`src/hdl/dzv_pkg.sv`:
```
// Shared types and constants for the delta/zigzag varint encoder.
// No dependencies; imported by every module of the block.
package dzv_pkg;

  localparam int unsigned ValueWidth = 64;
  localparam int unsigned GroupWidth = 7;
  localparam int unsigned ByteWidth  = 8;
  localparam int unsigned XorWidth   = 32;

  // Mode register codes.
  localparam logic ModeDelta = 1'b0;
  localparam logic ModeXor   = 1'b1;

  // Input word: one column value.
  typedef struct packed {
    logic signed [ValueWidth-1:0] value_in;
    logic                         present;
    logic                         column_start;
  } in_word_t;

  // Output word: one varint byte.
  typedef struct packed {
    logic [ByteWidth-1:0] out_byte;
    logic                 last;
  } out_word_t;

  // Serializer status seen by the top level.
  typedef struct packed {
    logic load_ready;
    logic busy;
  } ser_status_t;

endpackage

```
`src/hdl/dzv_code.sv`:
```
// Code generation: delta/zigzag or 32-bit XOR against the previous value.
// Holds the previous-value register. Depends on dzv_pkg.
module dzv_code
  import dzv_pkg::*;
(
  input  logic                  clk_i,
  input  logic                  rst_ni,
  input  in_word_t              item_i,
  input  logic                  take_i,
  input  logic                  mode_i,
  output logic [ValueWidth-1:0] code_o
);

  logic [ValueWidth-1:0] prev_q, prev_d;
  logic [ValueWidth-1:0] base;
  logic [ValueWidth-1:0] value;
  logic [ValueWidth-1:0] diff;
  logic [ValueWidth-1:0] zigzag;
  logic [ValueWidth-1:0] xor_code;

  // A column start clears the previous value before this word is coded.
  assign base  = item_i.column_start ? '0 : prev_q;
  assign value = item_i.value_in;

  // Delta then zigzag, or XOR of the low 32 bits.
  assign diff     = value - base;
  assign zigzag   = {diff[ValueWidth-2:0], 1'b0} ^ {ValueWidth{diff[ValueWidth-1]}};
  assign xor_code = {{(ValueWidth-XorWidth){1'b0}},
                     value[XorWidth-1:0] ^ base[XorWidth-1:0]};

  always_comb begin
    if (!item_i.present) begin
      code_o = '0;
    end else if (mode_i == ModeXor) begin
      code_o = xor_code;
    end else begin
      code_o = zigzag;
    end
  end

  // Previous value follows the word that leaves for the serializer.
  always_comb begin
    prev_d = base;
    if (item_i.present) begin
      if (mode_i == ModeXor) begin
        prev_d = {{(ValueWidth-XorWidth){1'b0}}, value[XorWidth-1:0]};
      end else begin
        prev_d = value;
      end
    end
  end

  always_ff @(posedge clk_i or negedge rst_ni) begin
    if (!rst_ni) begin
      prev_q <= '0;
    end else if (take_i) begin
      prev_q <= prev_d;
    end
  end

endmodule

```
`src/hdl/dzv_serializer.sv`:
```
// Varint serializer: shifts a code out seven bits per byte into an output register.
// Depends on dzv_pkg.
module dzv_serializer
  import dzv_pkg::*;
(
  input  logic                  clk_i,
  input  logic                  rst_ni,
  input  logic                  load_valid_i,
  input  logic [ValueWidth-1:0] load_code_i,
  output ser_status_t           status_o,
  output logic                  out_valid_o,
  input  logic                  out_ready_i,
  output out_word_t             out_data_o
);

  logic                  ser_valid_q;
  logic [ValueWidth-1:0] code_q;
  logic                  out_valid_q;
  out_word_t             out_q;
  logic                  more;
  logic                  emit;
  logic                  load;

  // More bytes follow while any bit above the low group is set.
  assign more = |code_q[ValueWidth-1:GroupWidth];
  assign emit = ser_valid_q && (!out_valid_q || out_ready_i);
  assign status_o.load_ready = !ser_valid_q || (emit && !more);
  assign status_o.busy       = ser_valid_q;
  assign load = load_valid_i && status_o.load_ready;

  // Control state.
  always_ff @(posedge clk_i or negedge rst_ni) begin
    if (!rst_ni) begin
      ser_valid_q <= 1'b0;
      out_valid_q <= 1'b0;
    end else begin
      if (load) begin
        ser_valid_q <= 1'b1;
      end else if (emit && !more) begin
        ser_valid_q <= 1'b0;
      end
      if (emit) begin
        out_valid_q <= 1'b1;
      end else if (out_ready_i) begin
        out_valid_q <= 1'b0;
      end
    end
  end

  // Code shift register and output byte register.
  always_ff @(posedge clk_i) begin
    if (load) begin
      code_q <= load_code_i;
    end else if (emit) begin
      code_q <= code_q >> GroupWidth;
    end
    if (emit) begin
      out_q.out_byte <= {more, code_q[GroupWidth-1:0]};
      out_q.last     <= !more;
    end
  end

  assign out_valid_o = out_valid_q;
  assign out_data_o  = out_q;

endmodule

```
`src/hdl/delta_zigzag_varint_encoder_top.sv`:
```
// Top level of the delta/zigzag varint encoder.
// Depends on dzv_pkg, dzv_code and dzv_serializer.
//
// Usage:
//   Input channel (in_valid_i/in_ready_o/in_data_i) takes one column value per
//   word. Output channel (out_valid_o/out_ready_i/out_data_o) gives the varint
//   bytes, low group first, with last set on the final byte of each word.
//   The configuration channel (cfg_valid_i/cfg_ready_o/cfg_data_i) writes the
//   mode bit: 0 for delta and zigzag, 1 for 32-bit XOR. It is always ready.
// Path: a word goes from the input register to the serializer shift register,
//   then to the output byte register, waiting its turn while either is busy.
// Throughput: one output byte per cycle while the receiver takes them; a word
//   has 1 to 10 bytes, shifted out of the serializer shift register. The
//   next word is coded and waits in the input register meanwhile.
// Reset clears the mode to delta, the previous value to zero, and empties the
//   pipeline. When the receiver stalls, the output byte holds, the serializer
//   stops, and the input register fills and then drops in_ready_o.
module delta_zigzag_varint_encoder_top
  import dzv_pkg::*;
(
  input  logic      clk_i,
  input  logic      rst_ni,
  input  logic      in_valid_i,
  output logic      in_ready_o,
  input  in_word_t  in_data_i,
  output logic      out_valid_o,
  input  logic      out_ready_i,
  output out_word_t out_data_o,
  input  logic      cfg_valid_i,
  output logic      cfg_ready_o,
  input  logic      cfg_data_i
);

  logic                  mode_q;
  logic                  in_valid_q;
  in_word_t              in_q;
  logic                  take;
  logic [ValueWidth-1:0] code;
  ser_status_t           ser_status;

  // Mode register.
  assign cfg_ready_o = 1'b1;

  always_ff @(posedge clk_i or negedge rst_ni) begin
    if (!rst_ni) begin
      mode_q <= ModeDelta;
    end else if (cfg_valid_i && cfg_ready_o) begin
      mode_q <= cfg_data_i;
    end
  end

  // Input register: refills in the cycle its word moves to the serializer.
  assign take       = in_valid_q && ser_status.load_ready;
  assign in_ready_o = !in_valid_q || take;

  always_ff @(posedge clk_i or negedge rst_ni) begin
    if (!rst_ni) begin
      in_valid_q <= 1'b0;
    end else if (in_ready_o) begin
      in_valid_q <= in_valid_i;
    end
  end

  always_ff @(posedge clk_i) begin
    if (in_ready_o && in_valid_i) begin
      in_q <= in_data_i;
    end
  end

  dzv_code u_code (
    .clk_i  (clk_i),
    .rst_ni (rst_ni),
    .item_i (in_q),
    .take_i (take),
    .mode_i (mode_q),
    .code_o (code)
  );

  dzv_serializer u_ser (
    .clk_i        (clk_i),
    .rst_ni       (rst_ni),
    .load_valid_i (in_valid_q),
    .load_code_i  (code),
    .status_o     (ser_status),
    .out_valid_o  (out_valid_o),
    .out_ready_i  (out_ready_i),
    .out_data_o   (out_data_o)
  );

  // The continuation bit of every byte is the inverse of its last flag.
  a_cont_bit: assert property (@(posedge clk_i) disable iff (!rst_ni)
    out_valid_o |-> (out_data_o.out_byte[ByteWidth-1] == !out_data_o.last))
    else $error("continuation bit disagrees with last flag");

  // An empty input register always accepts.
  a_in_ready: assert property (@(posedge clk_i) disable iff (!rst_ni)
    !in_valid_q |-> in_ready_o)
    else $error("input register empty but not ready");

  // A new output byte comes only from a busy serializer.
  a_out_src: assert property (@(posedge clk_i) disable iff (!rst_ni)
    $rose(out_valid_o) |-> $past(ser_status.busy))
    else $error("output byte without serializer activity");

endmodule
```
`config.mk`:
```
export PLATFORM = sky130hd
export DESIGN_NAME = delta_zigzag_varint_encoder_top
export DESIGN_NICKNAME = d
export VERILOG_FILES = /design/src/hdl/dzv_pkg.sv /design/src/hdl/dzv_code.sv /design/src/hdl/dzv_serializer.sv /design/src/hdl/delta_zigzag_varint_encoder_top.sv
export SDC_FILE = /design/constraint.sdc
export NUM_CORES = 1
export LEC_CHECK = 0
export ABC_CLOCK_PERIOD_IN_PS = 4280
export BUFFER_PORTS_ARGS = -buffer_cell sky130_fd_sc_hd__buf_4
export CORE_MARGIN = 4
export CORE_UTILIZATION = 54
export DETAILED_ROUTE_END_ITERATION = 6
export HOLD_SLACK_MARGIN = 0.12
export PLACE_DENSITY = 0.75
export SLEW_MARGIN = 20
export SYNTH_ARGS = -nofsm -noshare
export SYNTH_HDL_FRONTEND = slang
export SYNTH_HIERARCHICAL = 1
export SYNTH_SLANG_ARGS = --single-unit
```
`constraint.sdc`:
```
create_clock -name clk_i -period 4.28 [get_ports clk_i]
set_input_delay 0.428 -clock clk_i [delete_from_list [all_inputs] [get_ports clk_i]]
set_output_delay 0.428 -clock clk_i [all_outputs]
set_load 0.03 [all_outputs]
```
==> results by group, run 1 <==
Clock network
  • Clk slew on worst S/H paths: 0.07 ns
  • Clock latency at the later pin of the worst-skew pair: 0.54 ns
  • H-tree depth: 1
  • Sink Count: 207
  • CTS tree: yes
  • Clock tree root driver cell: clkbuf_16
  • Clock Path Buffers: 3
  • Number of CTS-inserted buffers: 24

Die
  • Core area: 26210 sq um
  • Die ar.: 29530 sq um
  • Height of the die: 171.8 um
  • Io pins: 84
  • Number of placement rows: 59
  • Die width: 171.8 um
  • Starting density of the core: 0.5531

Worst setup path
  • R2r setup slk: -0.05 ns
  • CP max FO: 12
  • Worst setup path class: reg -> reg
  • Crit path cell chain: buf_6 > buf_12 > nor2b_1 > ha_1 > fa_2 > nor2b_2 > o2111ai_1 > a21boi_1 > buf_4 > a31o_2 > buf_4 > nor2_2 > o31ai_2 > buf_4 > a2111oi_0 > or3_1 > xnor3_1 > nor2_2 > and3_1 > nand3_1 > o2111ai_1
  • Endpoint class of the critical path: flop
  • Reg-to-reg critical path startpoint: in_q[0]
  • Worst setup startpoint: in_q[0]
  • CP peak stage delay: 0.44 ns
  • Crit Reg-Reg Endpoint: u_ser/code_q[39]
  • Slowest cell on the critical path: edfxtp_1
  • CP Capture Point: u_ser/code_q[39]
  • R2R cell count: 21
  • Critical path required time: 4.63 ns
  • Startpoint Class: flop
  • Worst EP arrival: 4.68 ns
  • Crit-path most repeated cell: buf_4

Timing
  • Worst-Margin Slew: 1.115 ns
  • Period Utilization, post-route: 1.012
  • F_max: 0.2309 GHz
  • RSZ-0062 raised after global routing: yes
  • Setup-failing EPs final: 6
  • Hold Violations, Final: 0
  • Slew Limit Fails: 0
  • Final setup margin: -0.05173 ns
  • Slew headroom: 0.2530
  • Final hold slack: 0.1462 ns
  • Setup Skew: 0.01157 ns
  • Period minus WS final: 4.332 ns

Placed design
  • Cells after DPL: 1973
  • Post-DP HPWL: 25850 um
  • I/O Buffers: 82
  • Global placement routability congestion: 0.9416

Route
  • Final wirelength: 40540 um
  • First-pass DRT Iterations: 5
  • Via density: 6.149
  • DR WL/cell: 19.32 um
  • 1st-iter DRT viols: 1520
  • Residual DRC: 0
  • Routed vias: 12910
  • ANT nets after route: 0

Global routing
  • First-pass GRT wire length: 63340 um
  • Total gr overflow: 0
  • Vias in the first global route: 12360
  • Largest net degree at the start of global routing: 98
  • GRT Total Usage: 0.2610
  • Initial antenna violation count: 0

Pwr
  • Leakage: 7.776 nW
  • Max VDD drop: 0.3491 mV
  • P per Cell Area: 251.8 nW/um^2

Logic synthesis
  • Mapped Avg Cell Area: 9.467 sq um
  • Mapped Nets: 1682
  • Post-Synthesis Cells: 1531
  • Synthesized area: 14490 sq um
  • YS warnings: 6

Cells and area
  • Post-layout nets: 1897
  • Layout cells sized above 1: 0.2012
  • Layout fillers: 1869
  • Finished Layout Cells: 2099
  • Diodes inserted: 0
  • Area growth syn-to-layout: 25.95%

Run status
  • Violated checks: negative setup slack
  • Status: finished with violations

Run
  • Max-cap violation count: 0

Min path
  • Min-Delay Path Class: in -> reg
## power breakdown
group          internal, W  leakage (nW)  switching [W]
combinational     0.000137          5.15       0.000131
sequential         0.00218          2.24      0.0000353
clock              0.00127         0.387       0.000843
## cell type report
class	instances	area [sq um]	area share
clock buffer	31	658.1	0.03605
clock inverter	13	148.9	0.008156
inverter	77	289.0	0.01583
multi-input combinational	1143	8357	0.4578
sequential	207	5878	0.3220
tap	335	419.2	0.02296
timing repair buffer	293	2505	0.1372
## state kept, by name, indices dropped and copies added (netlist names)
signal	flops
in_valid_q	1
u_ser/code_q	64
u_code/prev_q	64
u_ser/out_valid_o	1
u_ser/out_data_o	9
in_q	66
mode_q	1
u_ser/ser_valid_q	1
## how the worst min path moves through the flow
stage / start / endpoint / cells after the start
after floorplan: rst_ni / in_valid_q / 0
after global placement: u_ser/code_q[5] / u_ser/out_data_o[6] / 0
after detailed placement: u_ser/code_q[0] / u_ser/out_data_o[1] / 0
after CTS: cfg_valid_i / mode_q / 2
after global routing: cfg_valid_i / mode_q / 2
final: cfg_valid_i / mode_q / 2
## routing by layer
layer	global-route usage	vias to the layer above	wire, um
met5	0	-	0
met4	0.07006	0	1087
met3	0.03815	82	3373
met2	0.4098	617	18730
met1	0.3817	6162	17350
li1	-	6046	-
## cell usage in the layout, fill, tap and decap left out, types with 8 or more instances in the layout
master / instances
buf_4: 207
nand2_1: 202
edfxtp_1: 139
inv_1: 77
nand3_1: 77
dlygate4sd3_1: 69
xnor2_1: 69
ha_1: 68
nand2b_1: 67
dfrtp_1: 66
a22o_1: 64
and3_1: 62
nor2_1: 57
a21oi_1: 57
o2111ai_1: 57
a21o_1: 34
o21ai_0: 31
o211a_1: 29
clkbuf_16: 27
xor2_1: 20
and2_1: 16
nand4_1: 14
o21ai_1: 14
nor4_1: 14
nor3_1: 11
xnor3_1: 11
buf_6: 10
o21bai_1: 8
## worst max-delay path, delay by kind of cell (launching register included)
family,cells,cell delay [ns]
XOR/XNOR,1,0.29
AO/OA/AOI/OAI,6,1.27
buffers and inverters,5,0.77
flip-flops,1,0.44
adder cells (fa/ha/maj),2,0.45
AND/OR/NAND/NOR,7,0.92
## timing repair
| action | 4_1_cts | 5_1_grt |
|---|---|---|
| buffers inserted | 6 | 6 |
| hold endpoints to repair | 107 | 0 |
| pin swaps | 5 | 23 |
| cloned | 0 | 3 |
| setup endpoints to repair | 48 | 64 |
| gates resized for setup | 13 | 98 |
| hold buffers | 69 | 0 |
## metrics by stage
stage                     utilization  cell area [sq um]  setup TNS (ns)  setup WS [ns]  total power (W)
after floorplan                     -              14490               0        0.09663         0.002358
after global placement         0.6148              16110         -0.5774        -0.1424         0.002460
after detailed placement       0.6151              16120          -2.897        -0.2647         0.002467
after CTS                      0.6762              17720        -0.01413       -0.01413         0.004609
after global routing           0.6966              18260          -4.279        -0.2146         0.004743
final                          0.6966              18260         -0.1076       -0.05173         0.004596
(Power assumes the default switching activity.)
==> run 2: changes to the inputs <==
Settings changed: SYNTH_HIERARCHICAL 1 to default.
==> run 2 against run 1 <==
The run now ends clean. Combinational power is 140% higher. Design area is 15% lower. Sequential power is 3% higher. Synthesized cell count is 14% lower. Via count is 19% lower. Setup slack better by 0.25 ns. Fmax is 6.2% higher. Non-clock buffer count is 105 lower. Register-to-register slack better by 0.25 ns. Critical endpoint is now u_ser.code_q[57]. Highest routed layer unchanged.
==> results by group, run 2 <==
Logic synthesis
  • Asr flop ratio synth: 0.3285
  • Yosys reg bits: 207
  • Mapped Nets: 1460 (was 1682)
  • Largest area contributor in the netlist: edfxtp_1
  • Synth area leaders: edfxtp_1 32%, dfrtp_1 13%, ha_1 7.3%
  • Register area share after synthesis: 0.4565
  • YS warnings: 0 (was 6)
  • Count leader, synth: edfxtp_1
  • Unique cell type count in the Yosys netlist: 74
  • Mapped Avg Cell Area: 9.809 sq um (was 9.467 sq um)
  • Synth cell count leaders: 139 x edfxtp_1, 137 x a21oi_1, 123 x nand2_1, 115 x o21ai_0, 82 x xnor2_1
  • Post-Synthesis Cells: 1312 (was 1531)
  • Synth Flop Type: edfxtp_1
  • Top-area cell type share of the netlist area: 0.3243
  • Post-synth EDFFs: 139
  • Synthesized area: 12870 sq um (was 14490 sq um)

Timing
  • Slew headroom: 0.3594 (was 0.2530)
  • Sum of negative setup slack: 0 ns (was -0.1076 ns)
  • Setup Skew: 0.01025 ns (was 0.01157 ns)
  • Period minus WS final: 4.080 ns (was 4.332 ns)
  • Worst-Margin Slew: 0.9609 ns (was 1.115 ns)
  • F_max: 0.2451 GHz (was 0.2309 GHz)
  • Setup-failing EPs final: 0 (was 6)
  • RSZ-0062 raised after global routing: no (was yes)
  • Slew Limit Fails: 0 (unchanged)
  • Final setup margin: 0.2003 ns (was -0.05173 ns)
  • Hold Violations, Final: 0 (unchanged)
  • Period Utilization, post-route: 0.9532 (was 1.012)

Global routing
  • Total gr overflow: 0 (unchanged)
  • GRT Total Usage: 0.2421 (was 0.2610)
  • First-pass GRT wire length: 52500 um (was 63340 um)
  • Vias in the first global route: 10130 (was 12360)
  • Initial antenna violation count: 0 (unchanged)
  • Largest net degree at the start of global routing: 97 (was 98)

Die
  • Die ar.: 26370 sq um (was 29530 sq um)
  • Number of placement rows: 56 (was 59)
  • Core area: 23470 sq um (was 26210 sq um)
  • Die width: 162.4 um (was 171.8 um)
  • Height of the die: 162.4 um (was 171.8 um)
  • Io pins: 84 (unchanged)
  • Starting density of the core: 0.5483 (was 0.5531)

Worst setup path
  • Critical path required time: 4.54 ns (was 4.63 ns)
  • Reg-to-reg critical path startpoint: in_q[0] (unchanged)
  • R2r setup slk: 0.20 ns (was -0.05 ns)
  • Crit Reg-Reg Endpoint: u_ser.code_q[57] (was u_ser/code_q[39])
  • Worst EP arrival: 4.34 ns (was 4.68 ns)
  • R2R cell count: 16 (was 21)
  • Worst setup path class: reg -> reg (unchanged)
  • Startpoint Class: flop (unchanged)
  • Endpoint class of the critical path: flop (unchanged)
  • CP max FO: 65 (was 12)

Route
  • Residual DRC: 0 (unchanged)
  • Via density: 5.852 (was 6.149)
  • Top Metal Used: met4 (unchanged)
  • Routed wl met2: 14890 um (was 18730 um)
  • Routed vias: 10430 (was 12910)
  • WL met3: 1847 um (was 3373 um)
  • Final wirelength: 32040 um (was 40540 um)
  • Metal-1 WL: 14510 um (was 17350 um)
  • DR WL/cell: 17.98 um (was 19.32 um)
  • ANT nets after route: 0 (unchanged)
  • First-pass DRT Iterations: 5 (unchanged)
  • 1st-iter DRT viols: 992 (was 1520)

Cells and area
  • Most frequent cells in the layout: 139 x edfxtp_1, 137 x a21oi_1, 122 x nand2_1 (was 207 x buf_4, 202 x nand2_1, 139 x edfxtp_1)
  • Layout fillers: 1833 (was 1869)
  • Reg area: 5876 sq um (was 5878 sq um)
  • Post-Layout Inst Area: 15460 sq um (was 18260 sq um)
  • Top flop regs: in_q: 66 flops, u_code.prev_q: 64 flops, u_ser.code_q: 64 flops (was in_q: 66 flops, u_code/prev_q: 64 flops, u_ser/code_q: 64 flops)
  • Area growth syn-to-layout: 20.10% (was 25.95%)
  • Largest Register: in_q (unchanged)
  • Layout cells sized above 1: 0.1285 (was 0.2012)
  • Post-layout nets: 1593 (was 1897)
  • Multi-input gate area: 6604 sq um (was 8357 sq um)
  • Diodes inserted: 0 (unchanged)
  • Most common cell after layout, fill and taps aside: edfxtp_1 (was buf_4)
  • Max reg flops: 66 (unchanged)

Min path
  • Min-delay src: out_ready_i (was cfg_valid_i)
  • Min-Delay Path Class: in -> reg (unchanged)
  • Hold path cells: 3 (was 2)
  • Hold EP: u_ser.out_valid_o (was mode_q)

Run status
  • Status: complete, no violations (was finished with violations)

Pwr
  • P per Cell Area: 328.2 nW/um^2 (was 251.8 nW/um^2)
  • Max VDD drop: 0.3162 mV (was 0.3491 mV)
  • Leakage: 6.028 nW (was 7.776 nW)

Clock network
  • Number of CTS-inserted buffers: 24 (unchanged)
  • H-tree depth: 1 (unchanged)
  • Clock Path Buffers: 3 (unchanged)
  • Sink Count: 207 (unchanged)
  • Clk slew on worst S/H paths: 0.06 ns (was 0.07 ns)
  • CTS tree: yes (unchanged)
  • Clock latency at the later pin of the worst-skew pair: 0.52 ns (was 0.54 ns)
  • Clock tree root driver cell: clkbuf_16 (unchanged)

Placed design
  • I/O Buffers: 82 (unchanged)
  • Placed Instance Area: 13850 sq um (was 16120 sq um)
  • Place WS: -0.06784 ns (was -0.2647 ns)
  • Post-DP HPWL: 22360 um (was 25850 um)
  • Global placement routability congestion: 0.9483 (was 0.9416)

Run
  • Max-cap violation count: 0 (unchanged)
run 2: final cells by class:
cell class / count / area share
clock buffer: 36 / 0.04849
clock inverter: 8 / 0.006476
inverter: 20 / 0.004857
multi-input combinational: 1004 / 0.4273
sequential: 207 / 0.3802
tap: 319 / 0.02582
timing repair buffer: 188 / 0.1069
run 2: worst max-delay path by stage:
stage | startpoint | to | slack (ns) | depth (start not counted)
floorplan | in_q[0] | u_ser.code_q[44] | 0.52 | 16
global placement | in_q[0] | u_ser.code_q[63] | 0.1 | 15
detailed placement | in_q[0] | u_ser.code_q[63] | -0.07 | 15
finish | in_q[0] | u_ser.code_q[57] | 0.20 | 16
global route | in_q[0] | u_ser.code_q[9] | 0.02 | 14
CTS | in_q[0] | u_ser.code_q[63] | 0.04 | 16
run 2: power breakdown:
group          internal [W]  switching [W]
clock               0.00133       0.000817
combinational      0.000305       0.000330
sequential          0.00224      0.0000527
total               0.00387        0.00120
run 2: cell families (layout without fill, tap and decap cells):
kind of cell               after synthesis  count (layout)  synth area share
xor gates and xnor gates               103             103           0.07330
muxes                                    5               5          0.003986
DFF                                    207             207            0.4565
other                                    1               1         0.0002914
buffers and inverters                  101             252           0.03451
adders and majority gates               76              76           0.07447
and+or+nand+nor                        407             407            0.1583
AOI/OAI and AO/OA                      412             412            0.1986
run 2: per-stage QoR:
step	cells	total power [W]	hold slack, ns	util
floorplan	1312	0.002708	0.1324	-
global placement	1666	0.002880	0.4028	0.5900
detailed placement	1666	0.002894	0.4045	0.5900
CTS	1781	0.005098	0.2288	0.6569
global route	1782	0.005267	0.2691	0.6585
finish	1782	0.005073	0.2427	0.6585
run 2: what timing repair did:
item / in CTS / in global routing
hold buffers: 70 / 0
endpoints found under the setup margin: 4 / 22
setup buffers: 1 / 1
pin swaps: 1 / 3
endpoints found under the hold margin: 136 / 0
gates resized for setup: 0 / 6
run 2: routing by layer:
metal / track usage / vias up
li1: - / 5069
met5: 0 / -
met3: 0.03721 / 59
met4: 0.06228 / 0
met2: 0.3888 / 344
met1: 0.3469 / 4957
run 2: worst max-delay path, stage by stage, from the launching register on:
cell	delay, ns
edfxtp_1	0.42
buf_12	0.21
nor2b_2	0.18
ha_1	0.21
inv_1	0.07
fa_1	0.44
a21o_1	0.19
nand4_1	0.13
a211oi_2	0.13
o31a_1	0.36
a211oi_4	0.27
buf_12	0.16
a31oi_4	0.16
a31o_2	0.31
or3b_1	0.34
nand3_1	0.13
mux2i_1	0.08
